<file path="config.mk">
export PLATFORM = sky130hd
export DESIGN_NAME = sorted_pair_key_table
export DESIGN_NICKNAME = d
export VERILOG_FILES = /design/src/sptab_pkg.sv /design/src/sptab_ram.sv /design/src/sptab_ctrl.sv /design/src/sorted_pair_key_table.sv
export SDC_FILE = /design/constraint.sdc
export NUM_CORES = 2
export LEC_CHECK = 0
export BUFFER_PORTS_ARGS = -buffer_cell sky130_fd_sc_hd__buf_2
export CORE_ASPECT_RATIO = 0.75
export CORE_MARGIN = 4
export CORE_UTILIZATION = 60
export DETAILED_ROUTE_END_ITERATION = 8
export PLACE_DENSITY = 0.79
export SYNTH_ARGS = -nofsm -noshare
export SYNTH_HDL_FRONTEND = slang
export SYNTH_HIERARCHICAL = 1
export SYNTH_SLANG_ARGS = --single-unit
</file>
<file path="constraint.sdc">
create_clock -name i_clk -period 6.4 [get_ports i_clk]
set_clock_uncertainty 0.2 [all_clocks]
set_input_delay 0.96 -clock i_clk [delete_from_list [all_inputs] [get_ports i_clk]]
set_output_delay 0.96 -clock i_clk [all_outputs]
set_load 0.02 [all_outputs]
</file>
<file path="src/sptab_pkg.sv">
package sptab_pkg;

    localparam logic [1:0] CMD_SEARCH = 2'd0;
    localparam logic [1:0] CMD_ADD    = 2'd1;
    localparam logic [1:0] CMD_REMOVE = 2'd2;

    localparam logic [1:0] ST_OK     = 2'd0;
    localparam logic [1:0] ST_ABSENT = 2'd1;
    localparam logic [1:0] ST_BAD    = 2'd2;
    localparam logic [1:0] ST_FULL   = 2'd3;

    localparam int STATUS_W = 2;
    localparam int INDEX_W  = 7;
    localparam int COUNT_W  = 7;
    localparam int POS_W    = 8;
    localparam int FIELD_W  = 16;

    typedef struct packed {
        logic [STATUS_W-1:0] status;
        logic [INDEX_W-1:0]  index;
        logic [COUNT_W-1:0]  entry_count;
    } t_res;

endpackage

</file>
<file path="src/sptab_ram.sv">
module sptab_ram #(
    parameter int WIDTH = 32,
    parameter int DEPTH = 64,
    localparam int AW = (DEPTH > 1) ? $clog2(DEPTH) : 1
) (
    input  logic             i_clk,
    input  logic             i_we,
    input  logic [AW-1:0]    i_waddr,
    input  logic [WIDTH-1:0] i_wdata,
    input  logic             i_re,
    input  logic [AW-1:0]    i_raddr,
    output logic [WIDTH-1:0] o_rdata
);

    logic [WIDTH-1:0] r_mem [DEPTH];
    logic [WIDTH-1:0] r_rdata;

    always_ff @(posedge i_clk) begin
        if (i_we) begin
            r_mem[i_waddr] <= i_wdata;
        end
        if (i_re) begin
            r_rdata <= r_mem[i_raddr];
        end
    end

    assign o_rdata = r_rdata;

endmodule

</file>
<file path="src/sptab_ctrl.sv">
module sptab_ctrl import sptab_pkg::*; #(
    parameter int TABLE_DEPTH = 64,
    parameter int KEY_PART_BITS = 16,
    localparam int KEY_W = 2 * KEY_PART_BITS,
    localparam int AW = $clog2(TABLE_DEPTH),
    localparam int CW = $clog2(TABLE_DEPTH + 1),
    localparam int PW = (CW > INDEX_W) ? CW : INDEX_W
) (
    input  logic                i_clk,
    input  logic                i_rst_n,
    input  logic                i_start,
    input  logic [1:0]          i_cmd,
    input  logic [FIELD_W-1:0]  i_source_id,
    input  logic [FIELD_W-1:0]  i_device_id,
    input  logic [POS_W-1:0]    i_position,
    output logic                o_busy,
    output logic                o_res_valid,
    output t_res                o_res,
    input  logic                i_res_take,
    output logic                o_we,
    output logic [AW-1:0]       o_waddr,
    output logic [KEY_W-1:0]    o_wdata,
    output logic                o_re,
    output logic [AW-1:0]       o_raddr,
    input  logic [KEY_W-1:0]    i_rdata
);

    typedef enum logic [11:0] {
        S_IDLE   = 12'b000000000001,
        S_DECODE = 12'b000000000010,
        S_SRCH   = 12'b000000000100,
        S_SCMP   = 12'b000000001000,
        S_ACHK   = 12'b000000010000,
        S_PCMP   = 12'b000000100000,
        S_NCMP   = 12'b000001000000,
        S_INSGO  = 12'b000010000000,
        S_ISHIFT = 12'b000100000000,
        S_IWR    = 12'b001000000000,
        S_RSHIFT = 12'b010000000000,
        S_DONE   = 12'b100000000000
    } t_state;

    t_state r_state, n_state;
    logic [1:0]          r_cmd, n_cmd;
    logic                r_neg, n_neg;
    logic [KEY_W-1:0]    r_key, n_key;
    logic [PW-1:0]       r_p, n_p;
    logic [PW-1:0]       r_lo, n_lo;
    logic [PW-1:0]       r_hi, n_hi;
    logic [PW-1:0]       r_mid, n_mid;
    logic [PW-1:0]       r_wi, n_wi;
    logic [CW-1:0]       r_count, n_count;
    logic [STATUS_W-1:0] r_status, n_status;
    logic [INDEX_W-1:0]  r_index, n_index;

    logic [PW:0]   w_sum;
    logic [PW-1:0] w_mid;
    logic [PW-1:0] w_cnt;
    logic [PW-1:0] w_pm1;
    logic [PW-1:0] w_pp1;
    logic [PW-1:0] w_cm1;
    logic [PW-1:0] w_wim1;
    logic [PW-1:0] w_wim2;
    logic [PW-1:0] w_wip1;
    logic [PW-1:0] w_wip2;
    logic [PW-1:0] w_ra;
    logic [PW-1:0] w_wa;

    assign w_sum  = {1'b0, r_lo} + {1'b0, r_hi};
    assign w_mid  = w_sum[PW:1];
    assign w_cnt  = PW'(r_count);
    assign w_pm1  = r_p - PW'(1);
    assign w_pp1  = r_p + PW'(1);
    assign w_cm1  = w_cnt - PW'(1);
    assign w_wim1 = r_wi - PW'(1);
    assign w_wim2 = r_wi - PW'(2);
    assign w_wip1 = r_wi + PW'(1);
    assign w_wip2 = r_wi + PW'(2);

    always_comb begin
        n_state  = r_state;
        n_cmd    = r_cmd;
        n_neg    = r_neg;
        n_key    = r_key;
        n_p      = r_p;
        n_lo     = r_lo;
        n_hi     = r_hi;
        n_mid    = r_mid;
        n_wi     = r_wi;
        n_count  = r_count;
        n_status = r_status;
        n_index  = r_index;
        o_re     = 1'b0;
        o_we     = 1'b0;
        w_ra     = '0;
        w_wa     = '0;
        o_wdata  = i_rdata;

        case (r_state)
            S_IDLE: begin
                if (i_start) begin
                    n_cmd   = i_cmd;
                    n_neg   = i_position[POS_W-1];
                    n_key   = {KEY_PART_BITS'(i_source_id), KEY_PART_BITS'(i_device_id)};
                    n_p     = PW'(i_position[POS_W-2:0]);
                    n_state = S_DECODE;
                end
            end
            S_DECODE: begin
                n_lo = '0;
                n_hi = w_cnt;
                case (r_cmd)
                    CMD_SEARCH: begin
                        n_state = S_SRCH;
                    end
                    CMD_ADD: begin
                        if (r_neg) begin
                            n_state = S_SRCH;
                        end else if (r_p > w_cnt) begin
                            n_status = ST_BAD;
                            n_index  = r_p[INDEX_W-1:0];
                            n_state  = S_DONE;
                        end else begin
                            n_state = S_ACHK;
                        end
                    end
                    CMD_REMOVE: begin
                        if (r_neg) begin
                            n_status = ST_BAD;
                            n_index  = '0;
                            n_state  = S_DONE;
                        end else if (r_p >= w_cnt) begin
                            n_status = ST_BAD;
                            n_index  = r_p[INDEX_W-1:0];
                            n_state  = S_DONE;
                        end else if (w_pp1 < w_cnt) begin
                            o_re    = 1'b1;
                            w_ra    = w_pp1;
                            n_wi    = r_p;
                            n_state = S_RSHIFT;
                        end else begin
                            n_count  = r_count - CW'(1);
                            n_status = ST_OK;
                            n_index  = r_p[INDEX_W-1:0];
                            n_state  = S_DONE;
                        end
                    end
                    default: begin
                        n_status = ST_BAD;
                        n_index  = '0;
                        n_state  = S_DONE;
                    end
                endcase
            end
            S_SRCH: begin
                if (r_lo < r_hi) begin
                    o_re    = 1'b1;
                    w_ra    = w_mid;
                    n_mid   = w_mid;
                    n_state = S_SCMP;
                end else if (r_cmd == CMD_ADD) begin
                    n_p     = r_lo;
                    n_state = S_INSGO;
                end else begin
                    n_status = ST_ABSENT;
                    n_index  = r_lo[INDEX_W-1:0];
                    n_state  = S_DONE;
                end
            end
            S_SCMP: begin
                if (r_key < i_rdata) begin
                    n_hi    = r_mid;
                    n_state = S_SRCH;
                end else if (r_key > i_rdata) begin
                    n_lo    = r_mid + PW'(1);
                    n_state = S_SRCH;
                end else begin
                    n_status = (r_cmd == CMD_ADD) ? ST_ABSENT : ST_OK;
                    n_index  = r_mid[INDEX_W-1:0];
                    n_state  = S_DONE;
                end
            end
            S_ACHK: begin
                if (r_p != '0) begin
                    o_re    = 1'b1;
                    w_ra    = w_pm1;
                    n_state = S_PCMP;
                end else if (r_p < w_cnt) begin
                    o_re    = 1'b1;
                    w_ra    = r_p;
                    n_state = S_NCMP;
                end else begin
                    n_state = S_INSGO;
                end
            end
            S_PCMP: begin
                n_index = r_p[INDEX_W-1:0];
                if (r_key == i_rdata) begin
                    n_status = ST_ABSENT;
                    n_state  = S_DONE;
                end else if (r_key < i_rdata) begin
                    n_status = ST_BAD;
                    n_state  = S_DONE;
                end else if (r_p < w_cnt) begin
                    o_re    = 1'b1;
                    w_ra    = r_p;
                    n_state = S_NCMP;
                end else begin
                    n_state = S_INSGO;
                end
            end
            S_NCMP: begin
                n_index = r_p[INDEX_W-1:0];
                if (r_key == i_rdata) begin
                    n_status = ST_ABSENT;
                    n_state  = S_DONE;
                end else if (r_key > i_rdata) begin
                    n_status = ST_BAD;
                    n_state  = S_DONE;
                end else begin
                    n_state = S_INSGO;
                end
            end
            S_INSGO: begin
                if (r_count >= CW'(TABLE_DEPTH)) begin
                    n_status = ST_FULL;
                    n_index  = r_p[INDEX_W-1:0];
                    n_state  = S_DONE;
                end else if (w_cnt > r_p) begin
                    o_re    = 1'b1;
                    w_ra    = w_cm1;
                    n_wi    = w_cnt;
                    n_state = S_ISHIFT;
                end else begin
                    n_state = S_IWR;
                end
            end
            S_ISHIFT: begin
                // read-ahead of the entry below while the previous one lands
                o_we = 1'b1;
                w_wa = r_wi;
                if (w_wim1 > r_p) begin
                    o_re = 1'b1;
                    w_ra = w_wim2;
                    n_wi = w_wim1;
                end else begin
                    n_state = S_IWR;
                end
            end
            S_IWR: begin
                o_we     = 1'b1;
                w_wa     = r_p;
                o_wdata  = r_key;
                n_count  = r_count + CW'(1);
                n_status = ST_OK;
                n_index  = r_p[INDEX_W-1:0];
                n_state  = S_DONE;
            end
            S_RSHIFT: begin
                o_we = 1'b1;
                w_wa = r_wi;
                if (w_wip2 < w_cnt) begin
                    o_re = 1'b1;
                    w_ra = w_wip2;
                    n_wi = w_wip1;
                end else begin
                    n_count  = r_count - CW'(1);
                    n_status = ST_OK;
                    n_index  = r_p[INDEX_W-1:0];
                    n_state  = S_DONE;
                end
            end
            S_DONE: begin
                if (i_res_take) begin
                    n_state = S_IDLE;
                end
            end
            default: begin
                n_state = S_IDLE;
            end
        endcase
    end

    always_ff @(posedge i_clk) begin
        if (!i_rst_n) begin
            r_state <= S_IDLE;
            r_count <= '0;
        end else begin
            r_state <= n_state;
            r_count <= n_count;
        end
    end

    always_ff @(posedge i_clk) begin
        r_cmd    <= n_cmd;
        r_neg    <= n_neg;
        r_key    <= n_key;
        r_p      <= n_p;
        r_lo     <= n_lo;
        r_hi     <= n_hi;
        r_mid    <= n_mid;
        r_wi     <= n_wi;
        r_status <= n_status;
        r_index  <= n_index;
    end

    assign o_raddr = w_ra[AW-1:0];
    assign o_waddr = w_wa[AW-1:0];
    assign o_busy  = (r_state != S_IDLE);
    assign o_res_valid = (r_state == S_DONE);
    assign o_res.status      = r_status;
    assign o_res.index       = r_index;
    assign o_res.entry_count = w_cnt[COUNT_W-1:0];

endmodule

</file>
<file path="src/sorted_pair_key_table.sv">
// Sorted table of (source_id, device_id) keys, ascending, source_id first.
// Input channel: i_valid / o_stall with i_cmd, i_source_id, i_device_id,
// i_position. Output channel: o_valid / i_stall with o_status, o_index,
// o_entry_count. Every input transaction yields exactly one output
// transaction, in order.
// One command is in flight at a time; o_stall is high from acceptance until
// the result moves into the output register. Each command is a sequence of
// steps on the key RAM, which has a separate read and write port; n = entries
// before the command, s = binary search steps (at most ceil(log2(n+1))):
//   search: binary search of s steps, then the result
//   add:    search or neighbour check, then entries moved up, one per cycle
//   remove: entries above the position moved down, one per cycle
// A new command is taken while a finished result waits in the output
// register; a stalled result holds, and the next result waits in the
// sequencer until the register frees up.
// Reset (synchronous, active low) empties the table and drops any pending
// result; the key RAM itself is not cleared, since only entries below the
// entry count are ever read.
module sorted_pair_key_table import sptab_pkg::*; #(
    parameter int TABLE_DEPTH = 64,
    parameter int KEY_PART_BITS = 16
) (
    input  logic                i_clk,
    input  logic                i_rst_n,
    input  logic                i_valid,
    output logic                o_stall,
    input  logic [1:0]          i_cmd,
    input  logic [FIELD_W-1:0]  i_source_id,
    input  logic [FIELD_W-1:0]  i_device_id,
    input  logic [POS_W-1:0]    i_position,
    output logic                o_valid,
    input  logic                i_stall,
    output logic [STATUS_W-1:0] o_status,
    output logic [INDEX_W-1:0]  o_index,
    output logic [COUNT_W-1:0]  o_entry_count
);

    localparam int KEY_W = 2 * KEY_PART_BITS;
    localparam int AW = $clog2(TABLE_DEPTH);

    logic             w_busy;
    logic             w_res_valid;
    t_res             w_res;
    logic             w_take;
    logic             w_we;
    logic [AW-1:0]    w_waddr;
    logic [KEY_W-1:0] w_wdata;
    logic             w_re;
    logic [AW-1:0]    w_raddr;
    logic [KEY_W-1:0] w_rdata;

    logic r_out_valid;
    t_res r_out;

    sptab_ctrl #(
        .TABLE_DEPTH(TABLE_DEPTH),
        .KEY_PART_BITS(KEY_PART_BITS)
    ) u_ctrl (
        .i_clk(i_clk),
        .i_rst_n(i_rst_n),
        .i_start(i_valid && !w_busy),
        .i_cmd(i_cmd),
        .i_source_id(i_source_id),
        .i_device_id(i_device_id),
        .i_position(i_position),
        .o_busy(w_busy),
        .o_res_valid(w_res_valid),
        .o_res(w_res),
        .i_res_take(w_take),
        .o_we(w_we),
        .o_waddr(w_waddr),
        .o_wdata(w_wdata),
        .o_re(w_re),
        .o_raddr(w_raddr),
        .i_rdata(w_rdata)
    );

    sptab_ram #(
        .WIDTH(KEY_W),
        .DEPTH(TABLE_DEPTH)
    ) u_keys (
        .i_clk(i_clk),
        .i_we(w_we),
        .i_waddr(w_waddr),
        .i_wdata(w_wdata),
        .i_re(w_re),
        .i_raddr(w_raddr),
        .o_rdata(w_rdata)
    );

    assign w_take = w_res_valid && (!r_out_valid || !i_stall);

    always_ff @(posedge i_clk) begin
        if (!i_rst_n) begin
            r_out_valid <= 1'b0;
        end else if (w_take) begin
            r_out_valid <= 1'b1;
        end else if (!i_stall) begin
            r_out_valid <= 1'b0;
        end
    end

    always_ff @(posedge i_clk) begin
        if (w_take) begin
            r_out <= w_res;
        end
    end

    assign o_stall       = w_busy;
    assign o_valid       = r_out_valid;
    assign o_status      = r_out.status;
    assign o_index       = r_out.index;
    assign o_entry_count = r_out.entry_count;

endmodule

</file>
Word level (Yosys, flattened, before mapping)

Memories as Yosys holds them, arrays and structs flattened. A register that Yosys moved wholly into a read port is not among the register bits.
Index checks and enable logic that the tools add are counted.

Add/subtract/negate cells: 10
$lt $le $gt $ge: 11
Muxes and demuxes: 113
Reductions and logical operators: 27
Eq/ne operators: 44

Operators with widths:

| kind                                                   | number |
|---|---|
| two-way mux 12 bit                                     | 19 |
| two-way mux 7 bit                                      | 30 |
| case mux 12 bit (12 select lines)                      | 1 |
| two-way mux 6 bit                                      | 13 |
| case mux 6 bit (7 select lines)                        | 1 |
| case mux 7 bit (2 select lines)                        | 3 |
| case mux 7 bit (3 select lines)                        | 2 |
| case mux 7 bit (6 select lines)                        | 1 |
| case mux 12 bit (3 select lines)                       | 1 |
| == test 32 bit                                         | 1 |
| > comparator 32 bit                                    | 1 |
| < comparator 32 bit                                    | 1 |
| two-way mux 32 bit                                     | 1 |
| two-way mux 2 bit                                      | 15 |
| adder 7 x 1 -> 7 bit (second input constant)           | 4 |
| < comparator 7 bit                                     | 4 |
| case mux 7 bit (4 select lines)                        | 1 |
| inequality test 2 x 1 -> 1 bit (second input constant) | 12 |
| inequality test 2 bit (second input constant)          | 11 |
| > comparator 7 bit                                     | 3 |
| two-way mux 1 bit                                      | 19 |
| case mux 2 bit (8 select lines)                        | 1 |
| subtractor 7 x 1 -> 7 bit (second input constant)      | 2 |
| AND reduction 13 bit                                   | 1 |
| other kinds (48)                                       | 57 |

Memories: 1
Register bits after elaboration: 115
Memory bits (writable): 2048
Input port bits: 46

Memory list:

| memory       | words | bits a word | rd ports | clocked after memory_dff | wr ports | RTL line        | RTL |
|---|---|---|---|---|---|---|---|
| u_keys.r_mem | 64    | 32          | 1        | 1                        | 1        | sptab_ram.sv:15 | `logic [WIDTH-1:0] r_mem [DEPTH];` |

Depth between registers and ports, before layout

Depth in word-level cells: 7
Mapped depth: 23
Gate-level depth less buffers: 18

Hierarchy

Netlist, hierarchy kept.

Modules (own cells, without submodules):

| module                | instances | cells each | area an instance (µm²) |
|---|---|---|---|
| sptab_ram             | 1         | 3511       | 79359.9 |
| sptab_ctrl            | 1         | 840        | 7609.8 |
| sorted_pair_key_table | 1         | 21         | 525.5 |

Worst setup path before layout

No wires, ideal clock.

Path type: flip-flop to flip-flop
Start point: reg u_ctrl.r_state[5]
End point: mem u_keys.r_mem[28][0] (enable)
Path slack: 1.163 ns
Arrival time: 4.615 ns
Period minus slack after synthesis: 5.237 ns
Cell stages (with the launch flop): 12
Cells stage by stage: dfxtp_1 -> buf_2 -> or4_4 -> nor3_2 -> nor4b_2 -> clkinv_1 -> o22ai_1 -> clkbuf_1 -> or3b_2 -> or2_2 -> clkbuf_1 -> nor2_1

Elaborated cells between the ends (all ways): 9
Classes of those cells: 3 x eq/ne; 4 x mux; 2 x reduce/logical

RTL lines:

| what                                                                | RTL line                    | RTL |
|---|---|---|
| start, declared                                                     | sptab_ctrl.sv:43            | `t_state r_state, n_state;` |
| start signal, assigned                                              | sptab_ctrl.sv:289           | `r_state <= n_state;` |
| == test 12 x 9 -> 1 bit or == test 12 x 11 -> 1 bit (tied branches) | sptab_ctrl.sv:99            | `case (r_state)` |
| OR reduction 2 bit (no source line)                                 | --                          |  |
| case mux 6 bit (2 select lines) *                                   | sptab_ctrl.sv:99            |  |
| named net w_waddr[2]                                                | sorted_pair_key_table.sv:46 | `logic [AW-1:0] w_waddr;` |
| end, declared                                                       | sptab_ram.sv:15             |  |

Mark *: on every way through the listed nets, which the timed path passes. The rest lies on a longest branch.

Final worst setup path

Start point: reg u_keys.r_rdata[7] (netlist: u_keys/o_rdata[7]), read port of u_keys.r_mem
End point: reg u_keys.r_rdata[12] (netlist: u_keys/o_rdata[12]), read port of u_keys.r_mem (data pin)

Longest elaborated chain between the ends: 4
Elaborated cells between the ends (all ways): 8
Classes of those cells: 1 x order compare; 1 x eq/ne; 6 x mux

RTL lines:

| what                              | RTL line                    | RTL |
|---|---|---|
| start, declared                   | sptab_ram.sv:16             | `logic [WIDTH-1:0] r_rdata;` |
| < comparator 32 bit               | sptab_ctrl.sv:201           | `end else if (r_key < i_rdata) begin` |
| two-way mux 6 bit                 | sptab_ctrl.sv:201           |  |
| two-way mux 6 bit *               | sptab_ctrl.sv:198           | `if (r_key == i_rdata) begin` |
| case mux 6 bit (7 select lines) * | sptab_ctrl.sv:99            |  |
| named net w_raddr[2]              | sorted_pair_key_table.sv:49 | `logic [AW-1:0] w_raddr;` |

Marks and branches as above.
A chain may end at the register's enable or synchronous reset.

==> impl_results.html <==
<table>
<tr><th>Metric</th><th>Value</th></tr>
<tr><th colspan="2">Placement</th></tr>
<tr><td>Worst setup slack after placement</td><td>-107.3 ps</td></tr>
<tr><td>Number of I/O port buffers</td><td>63</td></tr>
<tr><td>Half-perimeter wire length of the detailed placement result</td><td>145200 um</td></tr>
<tr><td>Total placed cells including tap cells</td><td>6472</td></tr>
<tr><td>Final weighted congestion in routability-driven placement</td><td>0.9881</td></tr>
<tr><th colspan="2">Setup path</th></tr>
<tr><td>Worst Reg-to-Reg Cells</td><td>16</td></tr>
<tr><td>Setup crit start</td><td>u_keys/o_rdata[7]</td></tr>
<tr><td>Crit path launch type</td><td>flop</td></tr>
<tr><td>Critical setup path kind</td><td>flop to flop</td></tr>
<tr><td>Largest stage delay on the critical path</td><td>1020 ps</td></tr>
<tr><td>Req. time, crit path</td><td>6890 ps</td></tr>
<tr><td>Most used cell along the critical path</td><td>sky130_fd_sc_hd__buf_4</td></tr>
<tr><td>Startpoint of the worst-slack reg-to-reg timing path</td><td>u_keys/o_rdata[7]</td></tr>
<tr><td>WP data arrival</td><td>6780 ps</td></tr>
<tr><td>Series of cell instances along the critical path</td><td>inv_1 -&gt; ha_1 -&gt; a21oi_1 -&gt; o21ai_0 -&gt; a221oi_1 -&gt; a311oi_1 -&gt; buf_4 -&gt; o2111ai_1 -&gt; o21ai_1 -&gt; a2111o_2 -&gt; buf_4 -&gt; buf_4 -&gt; mux4_2 -&gt; mux2i_1 -&gt; o21ai_0 -&gt; and4_1</td></tr>
<tr><td>Critical Path End</td><td>u_keys/o_rdata[12]</td></tr>
<tr><td>Minimum setup slack among reg-to-reg paths</td><td>110 ps</td></tr>
<tr><td>Kind of end point of the critical path</td><td>flop</td></tr>
<tr><td>Cell type of the slowest stage on the worst timing path</td><td>sky130_fd_sc_hd__o21ai_0</td></tr>
<tr><td>Highest net fanout along the worst path</td><td>13</td></tr>
<tr><td>R2R Path End</td><td>u_keys/o_rdata[12]</td></tr>
<tr><th colspan="2">Drt</th></tr>
<tr><td>DRT antenna net count</td><td>0</td></tr>
<tr><td>Final routed DRC violation total</td><td>0</td></tr>
<tr><td>Routed wire length per instance</td><td>35.89 um</td></tr>
<tr><td>Detailed Route WL</td><td>244300 um</td></tr>
<tr><td>Vias per inst</td><td>7.123</td></tr>
<tr><td>Detailed-router iteration count before antenna repair</td><td>8</td></tr>
<tr><td>Vias post-DR</td><td>48490</td></tr>
<tr><td>Initial DRC Count</td><td>8544</td></tr>
<tr><th colspan="2">Outcome</th></tr>
<tr><td>Status</td><td>complete, no violations</td></tr>
<tr><th colspan="2">Die</th></tr>
<tr><td>Initial cell density of the core</td><td>0.6033</td></tr>
<tr><td>Total I/O pin count</td><td>64</td></tr>
<tr><td>Die width</td><td>448.9 um</td></tr>
<tr><td>Vertical extent of the die</td><td>338.7 um</td></tr>
<tr><td>Overall die area</td><td>152100 um^2</td></tr>
<tr><td>Core Area</td><td>145000 um^2</td></tr>
<tr><td>Total number of placement rows</td><td>121</td></tr>
<tr><th colspan="2">Synth</th></tr>
<tr><td>Top area cells in the synthesized netlist</td><td>sky130_fd_sc_hd__edfxtp_1 75%, sky130_fd_sc_hd__mux4_2 11%, sky130_fd_sc_hd__mux2i_1 2.2%, sky130_fd_sc_hd__ha_1 1.2%, sky130_fd_sc_hd__a22oi_1 1.1%</td></tr>
<tr><td>Synthesis warning total</td><td>6</td></tr>
<tr><td>Top cells by count, synth</td><td>2175 x sky130_fd_sc_hd__edfxtp_1, 446 x sky130_fd_sc_hd__mux4_2, 195 x sky130_fd_sc_hd__mux2i_1, 143 x sky130_fd_sc_hd__nor2_1, 130 x sky130_fd_sc_hd__a22oi_1</td></tr>
<tr><td>Synthesized area</td><td>87500 um^2</td></tr>
<tr><td>Cell with the most instances after synthesis</td><td>sky130_fd_sc_hd__edfxtp_1</td></tr>
<tr><td>Post-synth EDFFs</td><td>2175</td></tr>
<tr><td>Post-Synthesis Cells</td><td>4372</td></tr>
<tr><td>Number of nets produced by synthesis</td><td>4505</td></tr>
<tr><td>Library cells used by synthesis</td><td>83</td></tr>
<tr><td>Post-synthesis average cell area</td><td>20.01 um^2</td></tr>
<tr><td>Post-synthesis sequential area ratio</td><td>0.7510</td></tr>
<tr><td>Leading register cell type out of synthesis</td><td>sky130_fd_sc_hd__edfxtp_1</td></tr>
<tr><td>Number of flip-flops and latches in the synthesized netlist</td><td>2195</td></tr>
<tr><td>Proportion of synthesized flip-flops having asynchronous set or reset</td><td>0</td></tr>
<tr><td>Cell type with the highest aggregate area in the netlist</td><td>sky130_fd_sc_hd__edfxtp_1</td></tr>
<tr><td>Fraction of post-synthesis cell area in the top cell type by area</td><td>0.7465</td></tr>
<tr><th colspan="2">Finish</th></tr>
<tr><td>Count of nets after finishing</td><td>4894</td></tr>
<tr><td>Cell Count, Final, Fillers Out</td><td>6808</td></tr>
<tr><td>Filler cell count in the final layout</td><td>8606</td></tr>
<tr><td>Layout cell share with drive strength beyond 1</td><td>0.2645</td></tr>
<tr><td>Growth of design area from synthesis to finish</td><td>13.38%</td></tr>
<tr><th colspan="2">Global route</th></tr>
<tr><td>Wire length of the first global-routing pass</td><td>347900 um</td></tr>
<tr><td>Overflow left after global routing</td><td>0</td></tr>
<tr><td>Via count of the first global-routing pass</td><td>47860</td></tr>
<tr><td>Pin count of the biggest net entering global routing</td><td>65</td></tr>
<tr><td>Initial antenna violation count</td><td>12</td></tr>
<tr><td>GR Util All Layers</td><td>0.3204</td></tr>
<tr><th colspan="2">CTS</th></tr>
<tr><td>Number of buffers on the longest clock path</td><td>3</td></tr>
<tr><td>Num CTS Buffers</td><td>190</td></tr>
<tr><td>H-tree levels</td><td>4</td></tr>
<tr><td>Number of clock sinks</td><td>2195</td></tr>
<tr><td>Clock insertion delay at the later pin of the skew report</td><td>840 ps</td></tr>
<tr><td>Clock root cell</td><td>sky130_fd_sc_hd__clkbuf_16</td></tr>
<tr><td>TritonCTS clock tree</td><td>built</td></tr>
<tr><td>CTS clk-pin slew, worst paths</td><td>60 ps</td></tr>
<tr><th colspan="2">STA</th></tr>
<tr><td>Final Hold Violating Endpoints</td><td>0</td></tr>
<tr><td>Relative max-transition margin</td><td>0.08354</td></tr>
<tr><td>Setup repair after global routing missed its margin</td><td>yes</td></tr>
<tr><td>Post-route fraction of the period consumed by the critical path</td><td>0.9833</td></tr>
<tr><td>Final setup violation count</td><td>0</td></tr>
<tr><td>Total Neg Setup Slack</td><td>0 ps</td></tr>
<tr><td>Tightest Pin Transition</td><td>1368 ps</td></tr>
<tr><td>Maximum frequency from static timing analysis</td><td>158.9 MHz</td></tr>
<tr><td>Max-slew violation count</td><td>0</td></tr>
<tr><td>Fin worst setup slack</td><td>107.1 ps</td></tr>
<tr><td>Worst hold-check slack</td><td>109.6 ps</td></tr>
<tr><td>Shortest clock period the worst path allows after layout</td><td>6293 ps</td></tr>
<tr><th colspan="2">Pwr</th></tr>
<tr><td>Leakage</td><td>0.03141 uW</td></tr>
<tr><td>Total power</td><td>31000 uW</td></tr>
<tr><td>Power density over the cells</td><td>312.4 nW/um^2</td></tr>
<tr><td>Peak supply drop</td><td>0.2924 mV</td></tr>
<tr><th colspan="2">Min path</th></tr>
<tr><td>Class of the most critical hold timing path</td><td>input pin to flop</td></tr>
<tr><td>Worst Hold Depth</td><td>1</td></tr>
<tr><th colspan="2">Run</th></tr>
<tr><td>Max cap viols</td><td>0</td></tr>
</table>
registers in the layout (all words and copies together), names as in the netlist, 2 cells and up:
| name | cells |
|---|---|
| u_keys/r_mem | 2048 |
| u_ctrl/r_key | 32 |
| u_keys/o_rdata | 32 |
| u_ctrl/r_state | 12 |
| o_entry_count | 7 |
| o_index | 7 |
| u_ctrl/r_count | 7 |
| u_ctrl/r_hi | 7 |
| u_ctrl/r_index | 7 |
| u_ctrl/r_lo | 7 |
| u_ctrl/r_mid | 7 |
| u_ctrl/r_p | 7 |
| u_ctrl/r_wi | 7 |
| o_status | 2 |
| u_ctrl/r_cmd | 2 |
| u_ctrl/r_status | 2 |
final cells by class:
type	count	area (um^2)	share of cell area
Multi-Input combinational cell	1858	21130	0.2130
Inverter	81	304.0	0.003065
Timing Repair Buffer	435	3921	0.03953
Tap cell	1906	2385	0.02404
Clock buffer	242	5012	0.05053
Sequential cell	2195	65710	0.6624
Antenna cell	6	15.01	0.0001514
Clock inverter	85	721.9	0.007277
critical path: cells and delay by family, from the launching register on:
| kind | cells | cell delay, ps |
|---|---|---|
| simple gates | 1 | 340 |
| mux | 2 | 370 |
| buf+inv | 4 | 910 |
| fa+ha+maj | 1 | 350 |
| flops | 1 | 670 |
| compound gates | 8 | 3270 |
kinds of logic after synthesis:
family          share of synthesized area
flops                              0.7510
mux                                0.1383
compound gates                    0.04530
simple gates                      0.02927
buf+inv                           0.01958
fa+ha+maj                         0.01253
xor+xnor                         0.004004
per-stage QoR:
stage | util | area, um^2
global route | 0.6839 | 99190
finish | 0.6840 | 99200
CTS | 0.6828 | 99040
global placement | 0.6432 | 93290
floorplan | - | 87500
detailed placement | 0.6432 | 93290
per-layer routing:
layer,vias up,track usage,part of all wire
li1,18930,-,-
met1,24790,0.4548,0.36
met2,4154,0.4656,0.45
met3,607,0.1140,0.16
met4,8,0.1173,0.039
met5,-,0,0.00020
timing repair:
item / 4_1_cts / 5_1_grt
buffers inserted: 0 / 3
endpoints found under the setup margin: 2 / 18
gates resized for setup: 2 / 28
pin swaps: 0 / 2
hold buffers: 0 / 0
layout by cell type, fill, tap and decap left out, types with 18 or more instances in the layout:
cell,count
sky130_fd_sc_hd__nor3_1,21
sky130_fd_sc_hd__nand3_1,68
sky130_fd_sc_hd__o22ai_1,49
sky130_fd_sc_hd__buf_2,63
sky130_fd_sc_hd__buf_4,307
sky130_fd_sc_hd__clkbuf_1,48
sky130_fd_sc_hd__nor2_1,75
sky130_fd_sc_hd__a22o_1,20
sky130_fd_sc_hd__o21ai_0,57
sky130_fd_sc_hd__edfxtp_1,2175
sky130_fd_sc_hd__a31oi_1,25
sky130_fd_sc_hd__o221ai_1,18
sky130_fd_sc_hd__nor2b_1,20
sky130_fd_sc_hd__clkinv_2,19
sky130_fd_sc_hd__mux4_2,446
sky130_fd_sc_hd__a211oi_1,21
sky130_fd_sc_hd__inv_1,78
sky130_fd_sc_hd__o211ai_1,22
sky130_fd_sc_hd__a21oi_1,65
sky130_fd_sc_hd__a21o_1,18
sky130_fd_sc_hd__mux2i_1,192
sky130_fd_sc_hd__clkinv_1,41
sky130_fd_sc_hd__buf_12,65
sky130_fd_sc_hd__ha_1,86
sky130_fd_sc_hd__nor2_4,66
sky130_fd_sc_hd__clkbuf_16,192
sky130_fd_sc_hd__a22oi_1,130
sky130_fd_sc_hd__nand2_1,121
sky130_fd_sc_hd__o21ai_4,32
sky130_fd_sc_hd__xnor2_1,27
sky130_fd_sc_hd__dfxtp_1,20
how the worst min path moves through the flow:
stage / from / end
after global routing: i_source_id[10] / u_ctrl/r_key[26]
after floorplan: u_ctrl/r_index[0] / o_index[0]
after global placement: u_ctrl/r_index[5] / o_index[5]
after CTS: i_device_id[1] / u_ctrl/r_key[1]
after detailed placement: u_ctrl/r_index[5] / o_index[5]
final: i_device_id[10] / u_ctrl/r_key[10]
where the power goes:
part	leakage, uW	switching [uW]	internal [uW]
sequential	0.0197	93.0	15700
clock	0.00278	5090	5860
combinational	0.00892	2290	1960
(Power assumes the default switching activity.)
